File: src/hdl/cfp_pkg.sv
`timescale 1ns / 1ps
// ----------------------------------------------------------------------------
// cfp_pkg
// Shared types, result kind codes and helpers for the call target frequency
// profiler core.
// ----------------------------------------------------------------------------
package cfp_pkg;

  // default sizes
  localparam int unsigned ENTRIES_DEF     = 4;
  localparam int unsigned QUEUE_DEPTH_DEF = 2;

  // result kind codes
  localparam logic [1:0] KIND_ACK     = 2'd0;
  localparam logic [1:0] KIND_ENTRY   = 2'd1;
  localparam logic [1:0] KIND_SUMMARY = 2'd2;

  localparam logic [31:0] CNT_MAX = 32'hFFFF_FFFF;

  // input item as seen on the port
  typedef struct packed {
    logic        command;
    logic [31:0] target_id;
  } in_item_t;

  // result item as seen on the port
  typedef struct packed {
    logic [1:0]  kind;
    logic [31:0] target_out;
    logic [3:0]  slot;
    logic [31:0] hit_count;
    logic        tracked;
    logic [31:0] untracked_out;
    logic [36:0] total_out;
    logic        last;
  } out_item_t;

  // classified request passed from the front queue to the table
  typedef enum logic {
    OP_REPORT,
    OP_DUMP
  } op_e;

  typedef struct packed {
    op_e         op;
    logic [31:0] target;
  } req_t;

  // saturating increment of a 32-bit count
  function automatic logic [31:0] sat_inc(input logic [31:0] v);
    sat_inc = (v == CNT_MAX) ? v : v + 32'd1;
  endfunction

endpackage

File: src/hdl/cfp_queue.sv
`timescale 1ns / 1ps
// ----------------------------------------------------------------------------
// cfp_queue
// Front part: accepts input items, classifies them as report or dump and
// holds them in a short queue until the table logic pops them.
// ----------------------------------------------------------------------------
module cfp_queue #(
  parameter int unsigned DEPTH = cfp_pkg::QUEUE_DEPTH_DEF
) (
  input  logic             clk_i,
  input  logic             rst_ni,
  input  logic             in_valid_i,
  output logic             in_stall_o,
  input  cfp_pkg::in_item_t in_data_i,
  output logic             req_valid_o,
  output cfp_pkg::req_t    req_o,
  input  logic             pop_i
);

  localparam int unsigned PW = (DEPTH > 1) ? $clog2(DEPTH) : 1;
  localparam int unsigned CW = $clog2(DEPTH + 1);

  cfp_pkg::req_t mem_q [DEPTH];
  logic [PW-1:0] wr_ptr_q, rd_ptr_q;
  logic [CW-1:0] cnt_q;
  logic          push, pop;
  cfp_pkg::req_t req_in;

  // classify the incoming item
  always_comb begin
    req_in.op     = in_data_i.command ? cfp_pkg::OP_DUMP : cfp_pkg::OP_REPORT;
    req_in.target = in_data_i.target_id;
  end

  assign in_stall_o  = (cnt_q == CW'(DEPTH));
  assign push        = in_valid_i && !in_stall_o;
  assign req_valid_o = (cnt_q != '0);
  assign pop         = pop_i && req_valid_o;
  assign req_o       = mem_q[rd_ptr_q];

  // pointers and fill count
  always_ff @(posedge clk_i or negedge rst_ni) begin
    if (!rst_ni) begin
      wr_ptr_q <= '0;
      rd_ptr_q <= '0;
      cnt_q    <= '0;
    end else begin
      if (push) begin
        wr_ptr_q <= (wr_ptr_q == PW'(DEPTH - 1)) ? '0 : wr_ptr_q + PW'(1);
      end
      if (pop) begin
        rd_ptr_q <= (rd_ptr_q == PW'(DEPTH - 1)) ? '0 : rd_ptr_q + PW'(1);
      end
      if (push && !pop) begin
        cnt_q <= cnt_q + CW'(1);
      end else if (pop && !push) begin
        cnt_q <= cnt_q - CW'(1);
      end
    end
  end

  // queue storage
  always_ff @(posedge clk_i) begin
    if (push) begin
      mem_q[wr_ptr_q] <= req_in;
    end
  end

endmodule

File: src/hdl/cfp_table.sv
`timescale 1ns / 1ps
// ----------------------------------------------------------------------------
// cfp_table
// Back part: the slot table with its counters, the dump sequencer (rank
// pass, then emission) and the output register.
// ----------------------------------------------------------------------------
module cfp_table #(
  parameter int unsigned ENTRIES = cfp_pkg::ENTRIES_DEF
) (
  input  logic              clk_i,
  input  logic              rst_ni,
  input  logic              req_valid_i,
  input  cfp_pkg::req_t     req_i,
  output logic              pop_o,
  output logic              out_valid_o,
  input  logic              out_stall_i,
  output cfp_pkg::out_item_t out_data_o
);

  localparam int unsigned SW = (ENTRIES > 1) ? $clog2(ENTRIES) : 1;
  localparam int unsigned NW = $clog2(ENTRIES + 1);

  typedef enum logic [1:0] {
    ST_IDLE,
    ST_RANK,
    ST_EMIT
  } state_e;

  state_e              state_q;
  logic [ENTRIES-1:0]  valid_q;
  logic [31:0]         target_q [ENTRIES];
  logic [31:0]         count_q  [ENTRIES];
  logic [31:0]         ovf_q;
  logic [SW-1:0]       rank_q   [ENTRIES];
  logic [SW-1:0]       j_q;
  logic [NW-1:0]       k_q;
  logic [36:0]         total_q;
  logic                out_valid_q;
  cfp_pkg::out_item_t  out_q;

  logic                out_free;
  logic                take;
  logic                load_out;
  logic [ENTRIES-1:0]  hit_vec, empty_vec, beat_vec, emit_vec;
  logic                hit_any, empty_any;
  logic [SW-1:0]       hit_idx, empty_idx, emit_idx;
  logic [31:0]         hit_new_count;
  logic [NW-1:0]       n_valid;

  assign out_free    = !out_valid_q || !out_stall_i;
  assign pop_o       = (state_q == ST_IDLE) && out_free;
  assign take        = pop_o && req_valid_i;
  assign out_valid_o = out_valid_q;
  assign out_data_o  = out_q;
  assign n_valid     = NW'($countones(valid_q));

  // output register is loaded by a report ack or by a dump emission
  assign load_out = (take && (req_i.op == cfp_pkg::OP_REPORT)) ||
                    ((state_q == ST_EMIT) && out_free);

  // match and free-slot search, lowest slot wins
  always_comb begin
    hit_idx   = '0;
    empty_idx = '0;
    for (int i = 0; i < ENTRIES; i++) begin
      hit_vec[i]   = valid_q[i] && (target_q[i] == req_i.target);
      empty_vec[i] = !valid_q[i];
    end
    for (int i = ENTRIES - 1; i >= 0; i--) begin
      if (hit_vec[i]) begin
        hit_idx = SW'(i);
      end
      if (empty_vec[i]) begin
        empty_idx = SW'(i);
      end
    end
    hit_any       = |hit_vec;
    empty_any     = |empty_vec;
    hit_new_count = cfp_pkg::sat_inc(count_q[hit_idx]);
  end

  // rank pass: slot j beats slot i on higher count or equal count and lower slot
  always_comb begin
    for (int i = 0; i < ENTRIES; i++) begin
      beat_vec[i] = valid_q[j_q] && (j_q != SW'(i)) &&
                    ((count_q[j_q] > count_q[i]) ||
                     ((count_q[j_q] == count_q[i]) && (j_q < SW'(i))));
    end
  end

  // emission select: the valid slot whose rank equals the emit index
  always_comb begin
    emit_idx = '0;
    for (int i = 0; i < ENTRIES; i++) begin
      emit_vec[i] = valid_q[i] && (NW'(rank_q[i]) == k_q);
    end
    for (int i = ENTRIES - 1; i >= 0; i--) begin
      if (emit_vec[i]) begin
        emit_idx = SW'(i);
      end
    end
  end

  // slot identifiers, written when a report claims a free slot
  always_ff @(posedge clk_i) begin
    if (take && (req_i.op == cfp_pkg::OP_REPORT) && !hit_any && empty_any) begin
      target_q[empty_idx] <= req_i.target;
    end
  end

  // sequencer, counters and output register
  always_ff @(posedge clk_i or negedge rst_ni) begin
    if (!rst_ni) begin
      state_q     <= ST_IDLE;
      valid_q     <= '0;
      count_q     <= '{default: '0};
      rank_q      <= '{default: '0};
      ovf_q       <= '0;
      j_q         <= '0;
      k_q         <= '0;
      total_q     <= '0;
      out_valid_q <= 1'b0;
      out_q       <= '0;
    end else begin
      if (load_out) begin
        out_valid_q <= 1'b1;
      end else if (!out_stall_i) begin
        out_valid_q <= 1'b0;
      end
      unique case (state_q)
        ST_IDLE: begin
          if (take) begin
            if (req_i.op == cfp_pkg::OP_REPORT) begin
              out_q.kind          <= cfp_pkg::KIND_ACK;
              out_q.target_out    <= req_i.target;
              out_q.total_out     <= '0;
              out_q.last          <= 1'b1;
              if (hit_any) begin
                count_q[hit_idx]    <= hit_new_count;
                out_q.slot          <= 4'(hit_idx);
                out_q.hit_count     <= hit_new_count;
                out_q.tracked       <= 1'b1;
                out_q.untracked_out <= ovf_q;
              end else if (empty_any) begin
                valid_q[empty_idx]  <= 1'b1;
                count_q[empty_idx]  <= 32'd1;
                out_q.slot          <= 4'(empty_idx);
                out_q.hit_count     <= 32'd1;
                out_q.tracked       <= 1'b1;
                out_q.untracked_out <= ovf_q;
              end else begin
                ovf_q               <= cfp_pkg::sat_inc(ovf_q);
                out_q.untracked_out <= cfp_pkg::sat_inc(ovf_q);
                out_q.slot          <= '0;
                out_q.hit_count     <= '0;
                out_q.tracked       <= 1'b0;
              end
            end else begin
              j_q     <= '0;
              k_q     <= '0;
              total_q <= 37'(ovf_q);
              rank_q  <= '{default: '0};
              state_q <= ST_RANK;
            end
          end
        end
        ST_RANK: begin
          for (int i = 0; i < ENTRIES; i++) begin
            if (beat_vec[i]) begin
              rank_q[i] <= rank_q[i] + SW'(1);
            end
          end
          if (valid_q[j_q]) begin
            total_q <= total_q + 37'(count_q[j_q]);
          end
          if (j_q == SW'(ENTRIES - 1)) begin
            state_q <= ST_EMIT;
          end else begin
            j_q <= j_q + SW'(1);
          end
        end
        ST_EMIT: begin
          if (out_free) begin
            out_q.untracked_out <= ovf_q;
            if (k_q == n_valid) begin
              out_q.kind       <= cfp_pkg::KIND_SUMMARY;
              out_q.target_out <= '0;
              out_q.slot       <= '0;
              out_q.hit_count  <= '0;
              out_q.tracked    <= 1'b0;
              out_q.total_out  <= total_q;
              out_q.last       <= 1'b1;
              state_q          <= ST_IDLE;
            end else begin
              out_q.kind       <= cfp_pkg::KIND_ENTRY;
              out_q.target_out <= target_q[emit_idx];
              out_q.slot       <= 4'(emit_idx);
              out_q.hit_count  <= count_q[emit_idx];
              out_q.tracked    <= 1'b1;
              out_q.total_out  <= '0;
              out_q.last       <= 1'b0;
              k_q              <= k_q + NW'(1);
            end
          end
        end
        default: begin
          state_q <= ST_IDLE;
        end
      endcase
    end
  end

endmodule

File: src/hdl/call_target_frequency_profiler_core.sv
`timescale 1ns / 1ps
// ----------------------------------------------------------------------------
// call_target_frequency_profiler_core
// Counts hits per call target in a small table and dumps it sorted by count.
// ----------------------------------------------------------------------------
// Usage:
//   Input channel (in_valid_i / in_stall_o / in_data_i) carries items with a
//   command bit: 0 reports one target id, 1 requests a sorted dump.
//   Output channel (out_valid_o / out_stall_i / out_data_o) carries results;
//   an item is moved when valid is high and stall is low.
//   A report gives one acknowledge result, through the queue and output register.
//   Reports sustain one item per cycle while the output is not stalled and
//   no dump is running; the table compares all slots in parallel and
//   updates in the same cycle. A dump runs a rank pass (one comparing slot
//   per cycle) and then emits the valid entries, highest count first, plus
//   a summary result with the untracked and total counts.
//   A short queue in front keeps taking items while the table is busy or
//   the output is stalled; in_stall_o rises only when that queue is full.
//   A stalled result holds in the output register and holds the table but
//   not ranking. Reset clears the table and every counter; no clearing pass.
// ----------------------------------------------------------------------------
module call_target_frequency_profiler_core #(
  parameter int unsigned ENTRIES     = cfp_pkg::ENTRIES_DEF,
  parameter int unsigned QUEUE_DEPTH = cfp_pkg::QUEUE_DEPTH_DEF
) (
  input  logic               clk_i,
  input  logic               rst_ni,
  input  logic               in_valid_i,
  output logic               in_stall_o,
  input  cfp_pkg::in_item_t  in_data_i,
  output logic               out_valid_o,
  input  logic               out_stall_i,
  output cfp_pkg::out_item_t out_data_o
);

  logic          req_valid;
  logic          req_pop;
  cfp_pkg::req_t req;

  // front: accept and classify
  cfp_queue #(
    .DEPTH (QUEUE_DEPTH)
  ) u_queue (
    .clk_i       (clk_i),
    .rst_ni      (rst_ni),
    .in_valid_i  (in_valid_i),
    .in_stall_o  (in_stall_o),
    .in_data_i   (in_data_i),
    .req_valid_o (req_valid),
    .req_o       (req),
    .pop_i       (req_pop)
  );

  // back: table update and dump
  cfp_table #(
    .ENTRIES (ENTRIES)
  ) u_table (
    .clk_i       (clk_i),
    .rst_ni      (rst_ni),
    .req_valid_i (req_valid),
    .req_i       (req),
    .pop_o       (req_pop),
    .out_valid_o (out_valid_o),
    .out_stall_i (out_stall_i),
    .out_data_o  (out_data_o)
  );

endmodule
File: config.mk
export PLATFORM = sky130hd
export DESIGN_NAME = call_target_frequency_profiler_core
export DESIGN_NICKNAME = d
export VERILOG_FILES = /design/src/hdl/cfp_pkg.sv /design/src/hdl/cfp_queue.sv /design/src/hdl/cfp_table.sv /design/src/hdl/call_target_frequency_profiler_core.sv
export SDC_FILE = /design/constraint.sdc
export NUM_CORES = 2
export LEC_CHECK = 0
export ABC_CLOCK_PERIOD_IN_PS = 7000
export BUFFER_PORTS_ARGS = -buffer_cell sky130_fd_sc_hd__clkbuf_2
export CORE_MARGIN = 4
export CORE_UTILIZATION = 60
export CTS_BUF_LIST = sky130_fd_sc_hd__clkbuf_16
export DETAILED_ROUTE_END_ITERATION = 10
export PLACE_DENSITY = 0.87
export SLEW_MARGIN = 20
export SYNTH_ARGS = -nofsm -noshare
export SYNTH_HDL_FRONTEND = slang
export SYNTH_SLANG_ARGS = --single-unit
File: constraint.sdc
create_clock -name clk_i -period 7 [get_ports clk_i]
set_input_delay 0.35 -clock clk_i [delete_from_list [all_inputs] [get_ports clk_i]]
set_output_delay 0.35 -clock clk_i [all_outputs]
set_load 0.03 [all_outputs]
# ---- Yosys cells after proc, flatten, opt, wreduce, memory -nomap -nowiden
# Memories as Yosys holds them, arrays and structs flattened.
# Index checks and enable logic that the tools add are counted.
dict set report op_classes {
  n_lt_le_gt_ge 17
  muxes 79
  shifts 0
  addsub 16
  n_reduce_logical 69
  n_mul 0
  n_eq_ne 36
  n_div 0
  n_bitwise 11
}
# op n
set ops {}
lappend ops {{2-to-1 mux 141 bit} 3}
lappend ops {{2-to-1 mux 32 bit} 10}
lappend ops {{case mux 141 bit (2 select lines)} 1}
lappend ops {{equality test 32 bit} 8}
lappend ops {{2-to-1 mux 128 bit} 2}
lappend ops {{binary-select mux 32 bit (select 2 bit)} 3}
lappend ops {{bitwise mux 128 bit} 1}
lappend ops {{demux 32 bit (select 2 bit)} 2}
lappend ops {{> comparator 32 bit} 4}
lappend ops {{AND 124 bit} 1}
lappend ops {{NOT 124 bit} 1}
lappend ops {{2-to-1 mux 37 bit} 3}
lappend ops {{case mux 37 bit (2 select lines)} 1}
lappend ops {{2-to-1 mux 71 bit} 1}
lappend ops {{2-to-1 mux 69 bit} 1}
lappend ops {{2-to-1 mux 67 bit} 1}
lappend ops {{adder 32 x 1 -> 32 bit (second input constant)} 2}
lappend ops {{equality test 32 bit (second input constant)} 2}
lappend ops {{2-to-1 mux 2 bit} 26}
lappend ops {{2-to-1 mux 38 bit} 1}
lappend ops {{adder 37 x 32 -> 37 bit} 1}
lappend ops {{logical AND 1 bit} 32}
lappend ops {{AND reduction 4 bit} 8}
lappend ops {{inequality test 2 x 1 -> 1 bit (second input constant)} 10}
lappend ops {{35 further kinds} 103}
dict set report totals {
  register_bits 362
  latch_bits 0
  output_inout_bits 143
  n_memories 2
  rom_bits 0
  ram_bits 194
  inputBits 37
}
# name words word_bits read_ports rd_clocked_by_memory_dff write_ports line_no
set memory_table {}
lappend memory_table {u_table.target_q 4 32 5 0 1 cfp_table.sv:31} ;# logic [31:0] target_q [ENTRIES];
lappend memory_table {u_queue.mem_q 2 33 1 0 1 cfp_queue.sv:23} ;# cfp_pkg::req_t mem_q [DEPTH];

# ---- Longest topological paths before layout
# An unclocked memory read counts as a cell.
dict set report logic_depth {
  depth_word 17
  mapped_depth 23
  ltp_nobuf 18
}

# ---- Modules after synthesis
# A second synthesis with hierarchy kept.
dict set report unflattened {
  cells_unflattened 3348
  area_unflattened_um2 32819.0
}
# module cells_per_inst instances area_each_um2 seq_area_each_um2
set by_module_without_submodules {}
lappend by_module_without_submodules {cfp_table 3226 1 30085.1 12752.2}
lappend by_module_without_submodules {cfp_queue 122 1 2733.9 2082.0}

# ---- Least setup slack after synthesis
# Ideal clock, no wire load.
dict set report synth_path {
  path_type {register to register}
  startpoint {register u_queue.rd_ptr_q}
  endpoint {memory u_table.target_q[2][0], enable pin}
  arrival_ns 4.998
  period_less_slack_ns 5.462
  setup_ns 0.464
  path_buffers 3
  required_ns 6.536
  setup_slack_ns 1.538
  stages_incl_launch_ff 12
  cell_sequence {dfrtp_1 -> buf_6 -> buf_6 -> mux2i_1 -> xnor2_1 -> nor4_1 -> nand4_1 -> nor2_1 -> clkbuf_1 -> nor4_1 -> nand3_1 -> nor3_1}
}
dict set report synth_via {
  elab_chain_cells 9
  word_cells_on_any_way 17
  cone_classes {eq/ne (4); mux (2); bitwise (1); reduce/logical (9); memory (1)}
}
# item line_no
set synth_lines {}
lappend synth_lines {{start, declared} cfp_queue.sv:24} ;# logic [PW-1:0] wr_ptr_q, rd_ptr_q;
lappend synth_lines {{start signal, assigned} cfp_queue.sv:52} ;# rd_ptr_q <= (rd_ptr_q == PW'(DEPTH - 1)) ? '0 : rd_ptr_q + PW'(1);
lappend synth_lines {{memory (2 x 33 bit) *} --}
lappend synth_lines {{equality test 32 bit} cfp_table.sv:66} ;# hit_vec[i] = valid_q[i] && (target_q[i] == req_i.target);
lappend synth_lines {{logical AND 1 bit} cfp_table.sv:66}
lappend synth_lines {{OR reduction 4 bit} cfp_table.sv:77} ;# hit_any = |hit_vec;
lappend synth_lines {{zero test 1 bit} cfp_table.sv:106} ;# if (take && (req_i.op == cfp_pkg::OP_REPORT) && !hit_any && empty_any) begin
lappend synth_lines {{logical AND 1 bit * (2 in series)} cfp_table.sv:106}
lappend synth_lines {{2-to-1 mux 1 bit *} cfp_table.sv:106}
lappend synth_lines {{2-to-1 mux 1 bit (not written as such) *} cfp_table.sv:107} ;# target_q[empty_idx] <= req_i.target;
lappend synth_lines {{end, declared} cfp_table.sv:31}
# Every way passes the cells marked *; elsewhere a longest branch is shown, timed or not.

# ---- Worst setup path after layout
dict set report layout_path {
  startpoint {register u_queue.rd_ptr_q}
  endpoint {register u_table.count_q[37] (netlist name)}
}
dict set report layout_via {
  elab_chain_cells 15
  word_cells_on_any_way 31
  cone_classes {add/sub (1); order compare (2); eq/ne (5); mux (12); bitwise (2); reduce/logical (8); memory (1)}
}
# item line_no
set layout_lines {}
lappend layout_lines {{memory (2 x 33 bit) *} --}
lappend layout_lines {{equality test 32 bit} cfp_table.sv:66}
lappend layout_lines {{logical AND 1 bit} cfp_table.sv:66}
lappend layout_lines {{2-to-1 mux 2 bit (4 in series)} cfp_table.sv:70} ;# if (hit_vec[i]) begin
lappend layout_lines {{NOT 2 -> 3 bit (not written as such)} {cfp_table.sv:79, cfp_table.sv:139}}
lappend layout_lines {{binary-select mux 32 bit (select 2 bit)} cfp_table.sv:79} ;# hit_new_count = cfp_pkg::sat_inc(count_q[hit_idx]);
lappend layout_lines {{2-to-1 mux 32 bit (not written as such) (2 in series)} cfp_table.sv:79}
lappend layout_lines {{adder 32 x 1 -> 32 bit / equality test 32 bit (equally long branches)} cfp_pkg.sv:51} ;# sat_inc = (v == CNT_MAX) ? v : v + 32'd1;
lappend layout_lines {{2-to-1 mux 32 bit} cfp_pkg.sv:51}
lappend layout_lines {{bitwise mux 128 bit} cfp_table.sv:139} ;# count_q[hit_idx] <= hit_new_count;
lappend layout_lines {{2-to-1 mux 128 bit} cfp_table.sv:138} ;# if (hit_any) begin
lappend layout_lines {{end signal, assigned by index} cfp_table.sv:139}
lappend layout_lines {{end, declared} cfp_table.sv:32} ;# logic [31:0] count_q [ENTRIES];
# Every way passes the cells marked *; elsewhere a longest branch is shown, timed or not. The select of a mux whose other input is x is not followed.
# A chain may end at the register's enable or synchronous reset.

==> run summary <==
Critical Path Fanout Max: 23
Rel. slew slack: 15.5%
GRT Overall Usage: 34.7%
DR top layer: met5
Worst-Margin Slew: 1260 ps
Clock root cell: clkbuf_16
WP data required: 7460 ps
R2r setup slk: 440 ps
RR Endpoint: u_table.count_q[37]$_DFFE_PN0P_
Syn-to-layout area delta: 12.2%
Run status: completed
FFs w/ async S/R, synth: 65.0%
Starting DRT DRC Count: 3,542
Worst EP arrival: 7020 ps
RR Startpoint: u_queue.rd_ptr_q$_DFFE_PN0P_
Top cell type's share of synthesized area: 27.5%
Vias in the first global route: 27,800
Routed met3 length: 10,400 um
FP Rows: 85
Largest net degree at the start of global routing: 95
Worst IR Drop VDD: 0.487 mV
Clk network pwr share: 22.9%
Max Clock Skew: 21.3 ps
CTS Sinks: 554
CP Cell Sequence: buf_12 -> mux2i_2 -> xnor2_1 -> nor4_2 -> nand4_1 -> nor3_2 -> o31a_1 -> buf_4 -> a21oi_1 -> nor3_1 -> nand4_1 -> or3_1 -> nor3_1 -> nor3_1 -> xnor2_1 -> o21ai_0
Sequential Power Share: 31.5%
Clk buf depth: 3
CP startpoint: u_queue.rd_ptr_q$_DFFE_PN0P_
RSZ-0062 raised after global routing: false
CTS tree: yes
First-pass GRT wire length: 160,000 um
CTS buffer count: 57
Gpl congestion: 1.05
Switching Power: 6.04 mW
P_leak: 15.0 nW
Antenna violation net count after detailed routing: 0
Post-CTS sizing: 0
Yosys reg bits: 554
Combinational share of power: 45.5%
Hold Buf Count CTS: 34
PortBufs: 177
CP bufs+invs: 2
Yosys cell types: 84
Syn Inst Count: 3,275
Number of synthesized flops with an enable pin: 194
Detail-routed via count per cell: 6.69
WL/cell: 25.0 um
Syn. warnings: 0
Antenna violations before repair: 2
Worst-skew pair later-pin latency: 640 ps
FMAX: 152 MHz
Max cap viols: 0
Sequential cell area fraction in the yosys report: 45.3%
Crit-path leading delay family: simple AND/OR/NAND/NOR gates
Multi-input gate area: 16,600 um2
Drt drc: 0
Final Hold Fails: 0
P per Cell Area: 377 nW/um2
Critical path class: reg2reg
Die ar.: 58,400 um2
Ranking of synthesized cells by area: dfrtp_1 (28%), edfxtp_1 (18%), ha_1 (6.7%)
Critical path's largest stage delay: 750 ps
Die Y: 242 um
Final Setup Violations: 0
Worst Hold Class: in2reg
Reg2reg path depth: 16
Wire length on met1: 37,000 um
Fraction of layout cells with a size suffix above 1: 14.2%
Total negative setup slack: 0 ps
Slew Viols, Final: 0
Clock-pin slew on the worst setup and hold paths: 60 ps
Most common cell on crit path: nor3_1
Layout Nets: 3,659
Total gr overflow: 0
Post-synth top area cell: dfrtp_1
Crit share post-route: 93.7%
Die span in x: 242 um
DR vias: 28,000
Worst Setup EP: u_table.count_q[37]$_DFFE_PN0P_
Dpl hpwl: 72,100 um
Core ar.: 53,900 um2
Met2 WL post-DR: 49,200 um
Synthesized area: 32,700 um2
FF/Latch Area: 14,800 um2
Mean Syn Cell Area: 10.0 um2
Prevailing post-synth register cell: dfrtp_1
Crit. path cell count: 16
Startpoint types: flip-flop
Boundary Pins: 180
DRT Pass-1 Iters: 7
Int Pwr: 7.81 mW
Postcts setup bufs: 0
H-tree Lvls: 2
Starting Density: 60.7%
CP endpoint kind: flip-flop
Crit path max-delay cell type: nor3_2
Post-layout min period: 6560 ps
Detailed Route WL: 105,000 um
Fillers: 3,917
Switching share of power: 43.6%
Pwr Total: 13.8 mW
metal layers:
| layer | vias up | global-route usage, % |
|---|---|---|
| li1 | 12200 | - |
| met3 | 549 | 7.95 |
| met4 | 6 | 22.2 |
| met1 | 13400 | 41.2 |
| met5 | - | 0 |
| met2 | 1836 | 57.5 |
per-stage QoR:
| step | utilization (%) | instances | hold slack, ps | worst slack (ps) | cell area, um2 |
|---|---|---|---|---|---|
| 6_report | 68.1 | 4189 | 75.8 | 439 | 36700 |
| 3_3_place_gp | 63.9 | 4046 | 406 | 857 | 34400 |
| 4_1_cts | 68.1 | 4187 | 55.8 | 628 | 36700 |
| 2_1_floorplan | - | 3276 | 54.4 | 1540 | 32700 |
| 3_5_place_dp | 63.9 | 4046 | 420 | 637 | 34400 |
| 5_1_grt | 68.1 | 4188 | 103 | 3.66 | 36700 |
cells in the mapped netlist, types with 9 or more instances:
cell	number
nand2b_1	31
a211oi_1	40
a22o_1	51
inv_1	188
nor3_1	49
mux2i_2	20
o21a_1	53
xor2_1	62
mux2i_1	60
a31oi_1	29
o21ai_0	247
o22ai_1	11
o21ai_1	23
nand2_1	302
a21o_1	46
a21oi_1	195
a22oi_1	9
nand4_1	51
nand3_1	57
and3_1	23
mux4_2	33
nor2_1	235
dfrtp_1	360
nor4_1	79
xnor2_1	197
a2111oi_0	16
o221ai_1	36
buf_1	15
o211ai_1	11
buf_2	9
clkbuf_1	134
nor2b_1	31
edfxtp_1	194
mux2_2	41
ha_1	176
or3_1	17
state kept, by name, summed over array words and instances (netlist names):
register and cells:
u_table.out_data_o 139, u_queue.cnt_q 2, u_table.valid_q 4, u_table.count_q 128
u_table.j_q 2, u_queue.wr_ptr_q 1, u_table.total_q 37, u_table.target_q 128
u_table.out_valid_o 1, u_queue.rd_ptr_q 1, u_table.ovf_q 32, u_table.state_q 2
u_table.rank_q 8, u_queue.mem_q 66, u_table.k_q 3
power groups by stage:
stage               Clock (mW)  Combinational (mW)  Sequential, mW
finish                    3.18                6.30            4.37
global placement             0                5.93            4.39
floorplan                    0                4.06            4.54
CTS                       3.19                6.14            4.35
detailed placement           0                6.06            4.41
global route              3.32                6.67            4.40
worst reg2reg max path: cells and delay by family, from the launching register on:
family                 cells  cell delay, ps
AO/OA/AOI/OAI              3             460
buffers and inverters      2             620
flip-flops                 1             650
AND/OR/NAND/NOR            8            3580
multiplexers               1             520
XOR/XNOR                   2             570
final cells by class:
cell class	count	share of cell area, %
diodes	1	0.00681
clock buffers	58	3.95
clock inverters	49	1.29
repair buffers	281	4.90
multi-input cells	2360	45.1
inverters	190	1.94
flip-flops and latches	554	40.4
well taps	696	2.37
placed cells by master, fill, tap and decap left out, types with 30 or more instances in the layout:
master / n
a211oi_1: 39
a21o_1: 45
a21oi_1: 194
a22o_1: 51
buf_4: 67
clkbuf_16: 58
clkbuf_2: 176
dfrtp_1: 358
dlygate4sd3_1: 34
edfxtp_1: 194
ha_1: 176
inv_1: 193
mux2_2: 41
mux2i_1: 60
mux4_2: 33
nand2_1: 299
nand3_1: 57
nand4_1: 51
nor2_1: 230
nor2b_1: 30
nor3_1: 46
nor4_1: 79
o21a_1: 53
o21ai_0: 247
o221ai_1: 36
xnor2_1: 197
xor2_1: 62
how the worst min path moves through the flow:
stage,startpoint,end,slack (ps),cells after the start
global placement,rst_ni,u_table.out_data_o[119]$_DFFE_PN0P_,410,1
floorplan,rst_ni,u_queue.cnt_q[0]$_DFFE_PN0P_,50,0
CTS,in_valid_i,u_queue.wr_ptr_q$_DFFE_PN0P_,60,3
global route,in_valid_i,u_queue.wr_ptr_q$_DFFE_PN0P_,100,3
finish,in_valid_i,u_queue.wr_ptr_q$_DFFE_PN0P_,80,3
detailed placement,rst_ni,u_table.out_data_o[119]$_DFFE_PN0P_,420,1
logic make-up after synthesis:
group / count (synthesis) / share of synthesized area, %
DFF: 554 / 45.3
and+or+nand+nor: 926 / 13.6
AOI/OAI and AO/OA: 833 / 16.0
xor gates and xnor gates: 262 / 7.08
muxes: 159 / 6.63
other: 1 / 0.0115
buffers and inverters: 362 / 4.43
adders and majority gates: 178 / 6.85
Note: power is estimated with default switching activity, not from simulation.
